==> config.mk <==
export PLATFORM = sky130hd
export DESIGN_NAME = tilt_gesture_led_color_controller_unit
export DESIGN_NICKNAME = d
export VERILOG_FILES = /design/src/hw/rtl/tglc_pkg.sv /design/src/hw/rtl/tilt_gesture_led_color_controller_unit.sv
export SDC_FILE = /design/constraint.sdc
export NUM_CORES = 1
export LEC_CHECK = 0
export ABC_CLOCK_PERIOD_IN_PS = 14600
export BUFFER_PORTS_ARGS = -buffer_cell sky130_fd_sc_hd__buf_4
export CAP_MARGIN = 20
export CORE_ASPECT_RATIO = 0.7
export CORE_MARGIN = 2
export CORE_UTILIZATION = 65
export CTS_BUF_LIST = sky130_fd_sc_hd__clkbuf_4 sky130_fd_sc_hd__clkbuf_8
export DETAILED_ROUTE_END_ITERATION = 7
export GPL_TIMING_DRIVEN = 0
export PLACE_DENSITY = 0.9
export RECOVER_POWER = 100
export SYNTH_ARGS = -nofsm -noshare
export SYNTH_HDL_FRONTEND = slang
export SYNTH_SLANG_ARGS = --single-unit
==> constraint.sdc <==
create_clock -name clk -period 14.6 [get_ports clk]
set_input_delay 1.46 -clock clk [delete_from_list [all_inputs] [get_ports clk]]
set_output_delay 1.46 -clock clk [all_outputs]
set_load 0.005 [all_outputs]
==> src/hw/rtl/tglc_pkg.sv <==
// Types, constants and helper functions for the tilt gesture LED colour controller.
package tglc_pkg;

    localparam int unsigned AXIS_W   = 16;
    localparam int unsigned CHAN_W   = 8;
    localparam int unsigned MODE_W   = 4;
    localparam int unsigned HUE_W    = 9;
    localparam int unsigned BRIGHT_W = 8;
    localparam int unsigned TILT_W   = 20;
    localparam int unsigned FLIP_W   = 16;
    localparam int unsigned CFG_IDX_W  = 2;
    localparam int unsigned CFG_DATA_W = 20;

    // configuration register indexes
    localparam logic [CFG_IDX_W-1:0] CFG_BRIGHTNESS_MAX = 2'd0;
    localparam logic [CFG_IDX_W-1:0] CFG_TILT_THRESHOLD = 2'd1;
    localparam logic [CFG_IDX_W-1:0] CFG_FLIP_THRESHOLD = 2'd2;

    // reset values
    localparam logic [BRIGHT_W-1:0]      BRIGHTNESS_RST = 8'd100;
    localparam logic [TILT_W-1:0]        TILT_RST       = 20'd50000;
    localparam logic signed [FLIP_W-1:0] FLIP_RST       = -16'sd10000;

    // display modes
    localparam logic [MODE_W-1:0] MODE_HUE     = 4'd0;
    localparam logic [MODE_W-1:0] MODE_RED     = 4'd1;
    localparam logic [MODE_W-1:0] MODE_GREEN   = 4'd2;
    localparam logic [MODE_W-1:0] MODE_BLUE    = 4'd3;
    localparam logic [MODE_W-1:0] MODE_MAGENTA = 4'd4;
    localparam logic [MODE_W-1:0] MODE_YELLOW  = 4'd5;
    localparam logic [MODE_W-1:0] MODE_CYAN    = 4'd6;
    localparam logic [MODE_W-1:0] MODE_WHITE   = 4'd7;
    localparam logic [MODE_W-1:0] MODE_OFF     = 4'd8;
    localparam logic [MODE_W-1:0] MODE_ACCEL   = 4'd9;
    localparam logic [MODE_W-1:0] MODE_LAST    = MODE_ACCEL;

    localparam logic [HUE_W-1:0] HUE_LAST = 9'd359;

    typedef struct packed {
        logic signed [AXIS_W-1:0] accel_x;
        logic signed [AXIS_W-1:0] accel_y;
        logic signed [AXIS_W-1:0] accel_z;
        logic                     sample_ready;
    } in_item_t;

    typedef struct packed {
        logic [CHAN_W-1:0] red;
        logic [CHAN_W-1:0] green;
        logic [CHAN_W-1:0] blue;
        logic [MODE_W-1:0] current_mode;
    } out_item_t;

    // v * bmax / 255, truncated; exact for any product of two 8-bit values
    function automatic logic [CHAN_W-1:0] scale_chan(input logic [CHAN_W-1:0] v,
                                                     input logic [BRIGHT_W-1:0] bmax);
        logic [15:0] prod;
        logic [16:0] sum;
        prod = v * bmax;
        sum  = {1'b0, prod} + {9'd0, prod[15:8]} + 17'd1;
        return sum[15:8];
    endfunction

    // |a| / 64, clamped to 255
    function automatic logic [CHAN_W-1:0] axis_mag(input logic signed [AXIS_W-1:0] a);
        logic [AXIS_W:0] mag;
        mag = a[AXIS_W-1] ? (17'd0 - {a[AXIS_W-1], a}) : {1'b0, a};
        return (mag[AXIS_W:14] != 3'd0) ? 8'd255 : mag[13:6];
    endfunction

    // |a| / 64 truncated, the magnitude of the signed quotient
    function automatic logic [9:0] axis_div(input logic signed [AXIS_W-1:0] a);
        logic [AXIS_W:0] mag;
        mag = a[AXIS_W-1] ? (17'd0 - {a[AXIS_W-1], a}) : {1'b0, a};
        return mag[15:6];
    endfunction

endpackage

==> src/hw/rtl/tilt_gesture_led_color_controller_unit.sv <==
// Top level of the tilt gesture LED colour controller: input register, tick logic, result register.
//
//  channel | direction | handshake            | payload
//  --------+-----------+----------------------+--------------------------------------
//  in      | input     | in_valid / in_stall  | in_data  (accel_x/y/z, sample_ready)
//  out     | output    | out_valid / out_stall| out_data (red, green, blue, current_mode)
//  cfg     | input     | cfg_we               | cfg_index, cfg_data
//
// One beat a cycle while out_stall stays low; a taken beat moves from the input register into the result register.
// Tick logic sits between the input register and the result register; mode, gesture,
// pending and hue state update as a beat moves into the result register.
// in_stall rises only when both registers hold beats and out_stall is high.
// rst_n clears the state to mode 0, disarmed, sample pending, hue 0 and default registers.
module tilt_gesture_led_color_controller_unit (
    input  logic                                clk,
    input  logic                                rst_n,
    input  logic                                in_valid,
    output logic                                in_stall,
    input  tglc_pkg::in_item_t                  in_data,
    output logic                                out_valid,
    input  logic                                out_stall,
    output tglc_pkg::out_item_t                 out_data,
    input  logic                                cfg_we,
    input  logic [tglc_pkg::CFG_IDX_W-1:0]      cfg_index,
    input  logic [tglc_pkg::CFG_DATA_W-1:0]     cfg_data
);

    logic                                   in_valid_reg;
    tglc_pkg::in_item_t                     in_item_reg;
    logic                                   out_valid_reg;
    tglc_pkg::out_item_t                    out_item_reg;
    tglc_pkg::out_item_t                    out_item_next;

    logic [tglc_pkg::BRIGHT_W-1:0]          brightness_reg;
    logic [tglc_pkg::TILT_W-1:0]            tilt_reg;
    logic signed [tglc_pkg::FLIP_W-1:0]     flip_reg;

    logic [tglc_pkg::MODE_W-1:0]            mode_reg, mode_next;
    logic                                   armed_reg, armed_next;
    logic                                   pending_reg, pending_next;
    logic [tglc_pkg::HUE_W-1:0]             hue_reg, hue_next;

    logic accept, advance;

    logic                                   pend;
    logic [9:0]                             xs, ys;
    logic [19:0]                            tilt_sum;
    logic [2:0]                             region;
    logic [tglc_pkg::HUE_W-1:0]             hue_base;
    logic [5:0]                             hue_rem;
    logic [9:0]                             hue_t17;
    logic [tglc_pkg::CHAN_W-1:0]            t, q;
    logic [tglc_pkg::CHAN_W-1:0]            hr, hg, hb;
    logic [tglc_pkg::CHAN_W-1:0]            mr, mg, mb;
    logic [tglc_pkg::CHAN_W-1:0]            ar, ag, ab;
    logic [tglc_pkg::CHAN_W-1:0]            sr, sg, sb;
    logic [tglc_pkg::CHAN_W-1:0]            full;

    // handshake
    assign advance   = in_valid_reg && (!out_valid_reg || !out_stall);
    assign in_stall  = in_valid_reg && !advance;
    assign accept    = in_valid && !in_stall;
    assign out_valid = out_valid_reg;
    assign out_data  = out_item_reg;

    always_ff @(posedge clk or negedge rst_n)
    begin
        if (!rst_n)
        begin
            in_valid_reg  <= 1'b0;
            out_valid_reg <= 1'b0;
        end
        else
        begin
            if (accept)
                in_valid_reg <= 1'b1;
            else if (advance)
                in_valid_reg <= 1'b0;
            if (advance)
                out_valid_reg <= 1'b1;
            else if (!out_stall)
                out_valid_reg <= 1'b0;
        end
    end

    always_ff @(posedge clk)
    begin
        if (accept)
            in_item_reg <= in_data;
        if (advance)
            out_item_reg <= out_item_next;
    end

    // configuration registers
    always_ff @(posedge clk or negedge rst_n)
    begin
        if (!rst_n)
        begin
            brightness_reg <= tglc_pkg::BRIGHTNESS_RST;
            tilt_reg       <= tglc_pkg::TILT_RST;
            flip_reg       <= tglc_pkg::FLIP_RST;
        end
        else if (cfg_we)
        begin
            unique case (cfg_index)
                tglc_pkg::CFG_BRIGHTNESS_MAX: brightness_reg <= cfg_data[7:0];
                tglc_pkg::CFG_TILT_THRESHOLD: tilt_reg       <= cfg_data;
                tglc_pkg::CFG_FLIP_THRESHOLD: flip_reg       <= cfg_data[15:0];
                default: ;
            endcase
        end
    end

    // tick state
    always_ff @(posedge clk or negedge rst_n)
    begin
        if (!rst_n)
        begin
            mode_reg    <= tglc_pkg::MODE_HUE;
            armed_reg   <= 1'b0;
            pending_reg <= 1'b1;
            hue_reg     <= '0;
        end
        else if (advance)
        begin
            mode_reg    <= mode_next;
            armed_reg   <= armed_next;
            pending_reg <= pending_next;
            hue_reg     <= hue_next;
        end
    end

    // gesture update
    always_comb
    begin
        pend     = pending_reg | in_item_reg.sample_ready;
        xs       = tglc_pkg::axis_div(in_item_reg.accel_x);
        ys       = tglc_pkg::axis_div(in_item_reg.accel_y);
        tilt_sum = xs * xs + ys * ys;
        mode_next    = mode_reg;
        armed_next   = armed_reg;
        pending_next = pend;
        if (pend)
        begin
            if (armed_reg)
            begin
                if (in_item_reg.accel_z < flip_reg)
                    mode_next = (mode_reg == tglc_pkg::MODE_LAST) ? tglc_pkg::MODE_HUE
                                                                  : mode_reg + 4'd1;
                armed_next = 1'b0;
            end
            else if (tilt_sum > tilt_reg)
                armed_next = 1'b1;
            pending_next = 1'b0;
        end
    end

    // hue wheel: split into 60-degree sectors, t = rem * 255 / 60 = rem * 17 / 4
    always_comb
    begin
        if (hue_reg < 9'd60)
            region = 3'd0;
        else if (hue_reg < 9'd120)
            region = 3'd1;
        else if (hue_reg < 9'd180)
            region = 3'd2;
        else if (hue_reg < 9'd240)
            region = 3'd3;
        else if (hue_reg < 9'd300)
            region = 3'd4;
        else
            region = 3'd5;
        case (region)
            3'd0:    hue_base = 9'd0;
            3'd1:    hue_base = 9'd60;
            3'd2:    hue_base = 9'd120;
            3'd3:    hue_base = 9'd180;
            3'd4:    hue_base = 9'd240;
            default: hue_base = 9'd300;
        endcase
        hue_rem = 6'(hue_reg - hue_base);
        hue_t17 = {4'd0, hue_rem} * 10'd17;
        t = hue_t17[9:2];
        q = 8'd255 - t;
        case (region)
            3'd0:    begin hr = 8'd255; hg = t;      hb = 8'd0;   end
            3'd1:    begin hr = q;      hg = 8'd255; hb = 8'd0;   end
            3'd2:    begin hr = 8'd0;   hg = 8'd255; hb = t;      end
            3'd3:    begin hr = 8'd0;   hg = q;      hb = 8'd255; end
            3'd4:    begin hr = t;      hg = 8'd0;   hb = 8'd255; end
            default: begin hr = 8'd255; hg = 8'd0;   hb = q;      end
        endcase
    end

    // accelerometer colour, weakest channel zeroed
    always_comb
    begin
        ar = tglc_pkg::axis_mag(in_item_reg.accel_x);
        ag = tglc_pkg::axis_mag(in_item_reg.accel_y);
        ab = tglc_pkg::axis_mag(in_item_reg.accel_z);
        if (ar < ab && ar < ag)
            ar = 8'd0;
        else if (ab < ag)
            ab = 8'd0;
        else
            ag = 8'd0;
    end

    // shared scalers serve the hue wheel and the accelerometer colour
    always_comb
    begin
        if (mode_next == tglc_pkg::MODE_HUE)
        begin
            mr = hr; mg = hg; mb = hb;
        end
        else
        begin
            mr = ar; mg = ag; mb = ab;
        end
        sr   = tglc_pkg::scale_chan(mr, brightness_reg);
        sg   = tglc_pkg::scale_chan(mg, brightness_reg);
        sb   = tglc_pkg::scale_chan(mb, brightness_reg);
        full = brightness_reg;  // 255 scaled is the brightness itself
    end

    always_comb
    begin
        out_item_next.red          = '0;
        out_item_next.green        = '0;
        out_item_next.blue         = '0;
        out_item_next.current_mode = mode_next;
        hue_next                   = hue_reg;
        unique case (mode_next)
            tglc_pkg::MODE_HUE:
            begin
                out_item_next.red   = sr;
                out_item_next.green = sg;
                out_item_next.blue  = sb;
                hue_next = (hue_reg >= tglc_pkg::HUE_LAST) ? '0 : hue_reg + 9'd1;
            end
            tglc_pkg::MODE_RED:     out_item_next.red = full;
            tglc_pkg::MODE_GREEN:   out_item_next.green = full;
            tglc_pkg::MODE_BLUE:    out_item_next.blue = full;
            tglc_pkg::MODE_MAGENTA:
            begin
                out_item_next.red  = full;
                out_item_next.blue = full;
            end
            tglc_pkg::MODE_YELLOW:
            begin
                out_item_next.red   = full;
                out_item_next.green = full;
            end
            tglc_pkg::MODE_CYAN:
            begin
                out_item_next.green = full;
                out_item_next.blue  = full;
            end
            tglc_pkg::MODE_WHITE:
            begin
                out_item_next.red   = 8'd255;
                out_item_next.green = 8'd255;
                out_item_next.blue  = 8'd255;
            end
            tglc_pkg::MODE_ACCEL:
            begin
                out_item_next.red   = sr;
                out_item_next.green = sg;
                out_item_next.blue  = sb;
            end
            default: ;  // off
        endcase
    end

endmodule

# Word-level counts from Yosys, hierarchy flattened
# Index checks and enable logic that the tools add are counted.
# classes
n_lt_le_gt_ge	11
n_mul	6
reduce_logical	29
bitwise_logic	1
n_addsub	14
n_mux	37
n_eq_ne	16
# op_table
cell	n
$pmux 8 s3	6
$mux 8	11
$mux 17	3
$sub 1x16->17 const A	3
$add 16x1->16 const B	3
$add 16x8->16	3
$mul 8x8->16	3
$mul 10x10->20	2
$pmux 6 s5	1
$lt 8x8->1	3
$add 20x20->20	1
$gt 20x20->1	1
$lt 9x8->1 const B	2
$eq 4x3->1 const B	4
$lt 16x16->1	1
$mux 4	4
$mux 3	4
$mul 6x5->10 const B	1
$reduce_and 2->1	5
$reduce_or 2->1	5
$add 9x1->9 const B	1
$ge 9x9->1 const B	1
$lt 9x6->1 const B	1
$lt 9x7->1 const B	1
other kinds (25)	44
# totals
register_bits	138
in_bits	76
output_inout_bits	30
word_cells	131

# Longest topological paths before layout
# logic_depth
ltp_word	17
mapped_depth	49
ltp_nobuf	47

# Worst setup path after synthesis
# No wires, ideal clock.
# synth_timing
path_kind	reg2reg
start	register in_item_reg[23] (netlist bit)
end	register out_item_reg, in the netlist out_data[16], data pin
path_stages_with_launch	37
arrival_time_ns	10.002
synth_period_minus_slack_ns	10.265
required_time_ns	14.338
path_slack_ns	4.335
setup_ns	0.262
n_path_buf	0
path_cell_list	edfxtp_1 or4_1 or2_2 or4_1 nand2_1 xor2_1 inv_1 nor2_1 ha_1 a21o_1 a21o_1 a2111oi_1 nand3_1 a21o_1 o22a_1 nand2b_1 fa_1 fa_1 inv_1 fa_1 inv_1 fa_1 inv_1 ha_1 or3_1 o21bai_1 a21o_1 a311oi_1 xnor2_1 ha_1 a31o_2 a21o_1 a21oi_1 nand2_1 a41oi_2 mux2i_1 nand3_1
# synth_lines
element	line_no	source
start: declaration	tilt_gesture_led_color_controller_unit.sv:29	tglc_pkg::in_item_t in_item_reg;
start signal: assignment	tilt_gesture_led_color_controller_unit.sv:89	in_item_reg <= in_data;
end signal: assignment	tilt_gesture_led_color_controller_unit.sv:91	out_item_reg <= out_item_next;
end: declaration	tilt_gesture_led_color_controller_unit.sv:31	tglc_pkg::out_item_t out_item_reg;

==> results.cfg <==
[timing]
slew_headroom = -1.27
tns_ns = 0
slew_violations = 106
period_share = 0.857
rsz0062_at_grt = false
worst_pin_slew_ns = 3.41
period_needed_ns = 12.52
finalHoldViolCount = 0
setup_violations = 0
fmaxAchievable_mhz = 79.9
skew_ns = 0.0300

[clocking]
cts_sinks = 138
postCtsSetupRepairBufs = 0
htreeDepth = 4
post_cts_resized = 0
clk_latency_ns = 0.49
cts_tree = done
clock_path_buffers = 2
clockRootBuffer = clkbuf_8
cts_hold_buf = 0
path_clk_slew_ns = 0.10
cts_buffers = 17

[route]
vias = 17484
drtIter0Drc = 1876
drc = 0
antenna_left = 0
vias_per_cell = 6.21
wl_per_cell_um = 20.7
drt_first_pass_iters = 7
wl_mm = 58.2

[floorplan]
initial_core_util = 0.664
die_w_um = 218
core-area_um2 = 31300
die_area_um2 = 33400
rows = 54
io_pins = 106
die_y_um = 154

[synth]
syn_area_per_cell_um2 = 9.30
ys_ff_latch = 138
ys_seq_area_frac = 0.186
ys_top_cells_by_area = fa_1, ha_1, edfxtp_1
synthCells = 2232
synth_edf_count = 77
synth_top_cell_by_area = fa_1
syn_area_um2 = 20800
synth.distinct_cells = 74
synth_top_area_frac = 0.229
synth_ff_type = edfxtp_1
synthArstFlopShare = 0.442
yosys_warnings = 0

[placed_design]
globalplace.congestion = 0.946
dp_hpwl_mm = 46.3
place.port_buffers = 105

[final_layout]
drive_above_1_share = 0.0902
nets = 2968
largest_reg_flops = 49
final_common_cell = inv_1
antenna-diode-count = 0
area_growth_pct = 8.38
final_cell_mix = inv_1, ha_1, fa_1
fill_cells = 2145

[setup_path]
cpMaxStageDelayCell = xor2_1
crit_path_start_kind = flip-flop
worstSetupPathType = flip-flop to flip-flop
cp_common_cell = inv_1
cp.required_ns = 14.80
end_kind = flip-flop
slowest_delay_ns = 0.69
critPathMaxFanout = 8
arrival_ns = 12.71

[status]
status = complete, but fails checks
violations = capacitance limit, slew limit

[run]
cap_violations = 2

[worst_hold_path]
hold_class = flip-flop to flip-flop

[global_routing]
grt_use_total = 0.363
gr-total-overflow = 0
grt_max_degree = 62
grt_pass1_wl_mm = 94.8
grt_pass1_vias = 18263
antenna_found_initial = 1
==> metal layers <==
metal	up-vias	wire length, µm	track usage
met5	-	0	0
met4	0	1640	0.107
met3	203	7560	0.115
met2	1112	25400	0.549
met1	8503	23600	0.501
li1	7666	-	-
==> kinds of logic (layout without fill, tap and decap cells) <==
kind of cell | count (synthesis) | after routing | share of synthesized area
simple gates | 601 | 601 | 0.147
fa+ha+maj | 511 | 511 | 0.394
buf+inv | 437 | 578 | 0.0790
compound gates | 376 | 376 | 0.117
flops | 138 | 138 | 0.186
xor+xnor | 114 | 114 | 0.0484
mux | 53 | 53 | 0.0284
other cells | 2 | 25 | 0.000362
==> metrics by stage <==
stage	worst slack [ns]	hold WS, ns	utilization	area (µm²)	std cells
after detailed placement	2.16	0.494	0.709	22200	2782
after CTS	2.08	0.517	0.722	22600	2814
final	2.08	0.514	0.720	22500	2816
after global routing	1.37	0.543	0.720	22500	2816
after floorplan	4.34	0.457	-	20900	2255
after global placement	2.56	0.484	0.709	22200	2780
==> cell usage after synthesis (9+ instances only) <==
master,count
inv_1,378
ha_1,271
fa_1,238
nand2_1,163
nor2_1,119
and2_1,112
a21oi_1,106
o21ai_0,85
edfxtp_1,77
xnor2_1,68
nor2b_1,49
clkbuf_1,48
mux2_2,47
xor2_1,45
dfrtp_1,43
a21o_1,37
nand2b_1,34
nand3_1,33
o31ai_1,22
o21a_1,20
a31oi_1,19
dfstp_2,18
nor3_1,18
a211oi_1,15
o21bai_1,11
or2_2,10
or4_1,10
a211o_1,9
nand4_1,9
==> cell type report <==
| cell class | instances | area [µm²] | share of cell area |
|---|---|---|---|
| clock buffer | 18 | 241 | 0.0107 |
| timing repair buffer | 109 | 767 | 0.0341 |
| clock inverter | 14 | 159 | 0.00706 |
| sequential | 138 | 3860 | 0.172 |
| multi-input combinational | 1680 | 15300 | 0.680 |
| tap | 420 | 526 | 0.0233 |
| inverter | 380 | 1430 | 0.0634 |
| buffer | 57 | 214 | 0.00951 |
==> path summary, 6_finish.rpt <==
path | from | end | slack [ns] | depth (start not counted)
max reg2reg | in_item_reg[23] | out_data[5] | 2.08 | 38
max | in_item_reg[23] | out_data[5] | 2.08 | 38
min in group asynchronous | rst_n | mode_reg[2] | 2.12 | 1
min | tilt_reg[17] | tilt_reg[17] | 0.51 | 1
min reg2reg | tilt_reg[17] | tilt_reg[17] | 0.51 | 1
max in group asynchronous | rst_n | tilt_reg[10] | 10.55 | 1
==> critical path, delay by kind of cell, from the launching register on <==
kind | cells | cell delay (ns)
compound gates | 12 | 3.50
xor+xnor | 3 | 1.67
fa+ha+maj | 7 | 3.08
buf+inv | 7 | 0.99
flops | 1 | 0.47
simple gates | 9 | 2.51
Power is not shown: default switching activity piles up to over one toggle a cycle in this logic, so the estimate is an artifact.
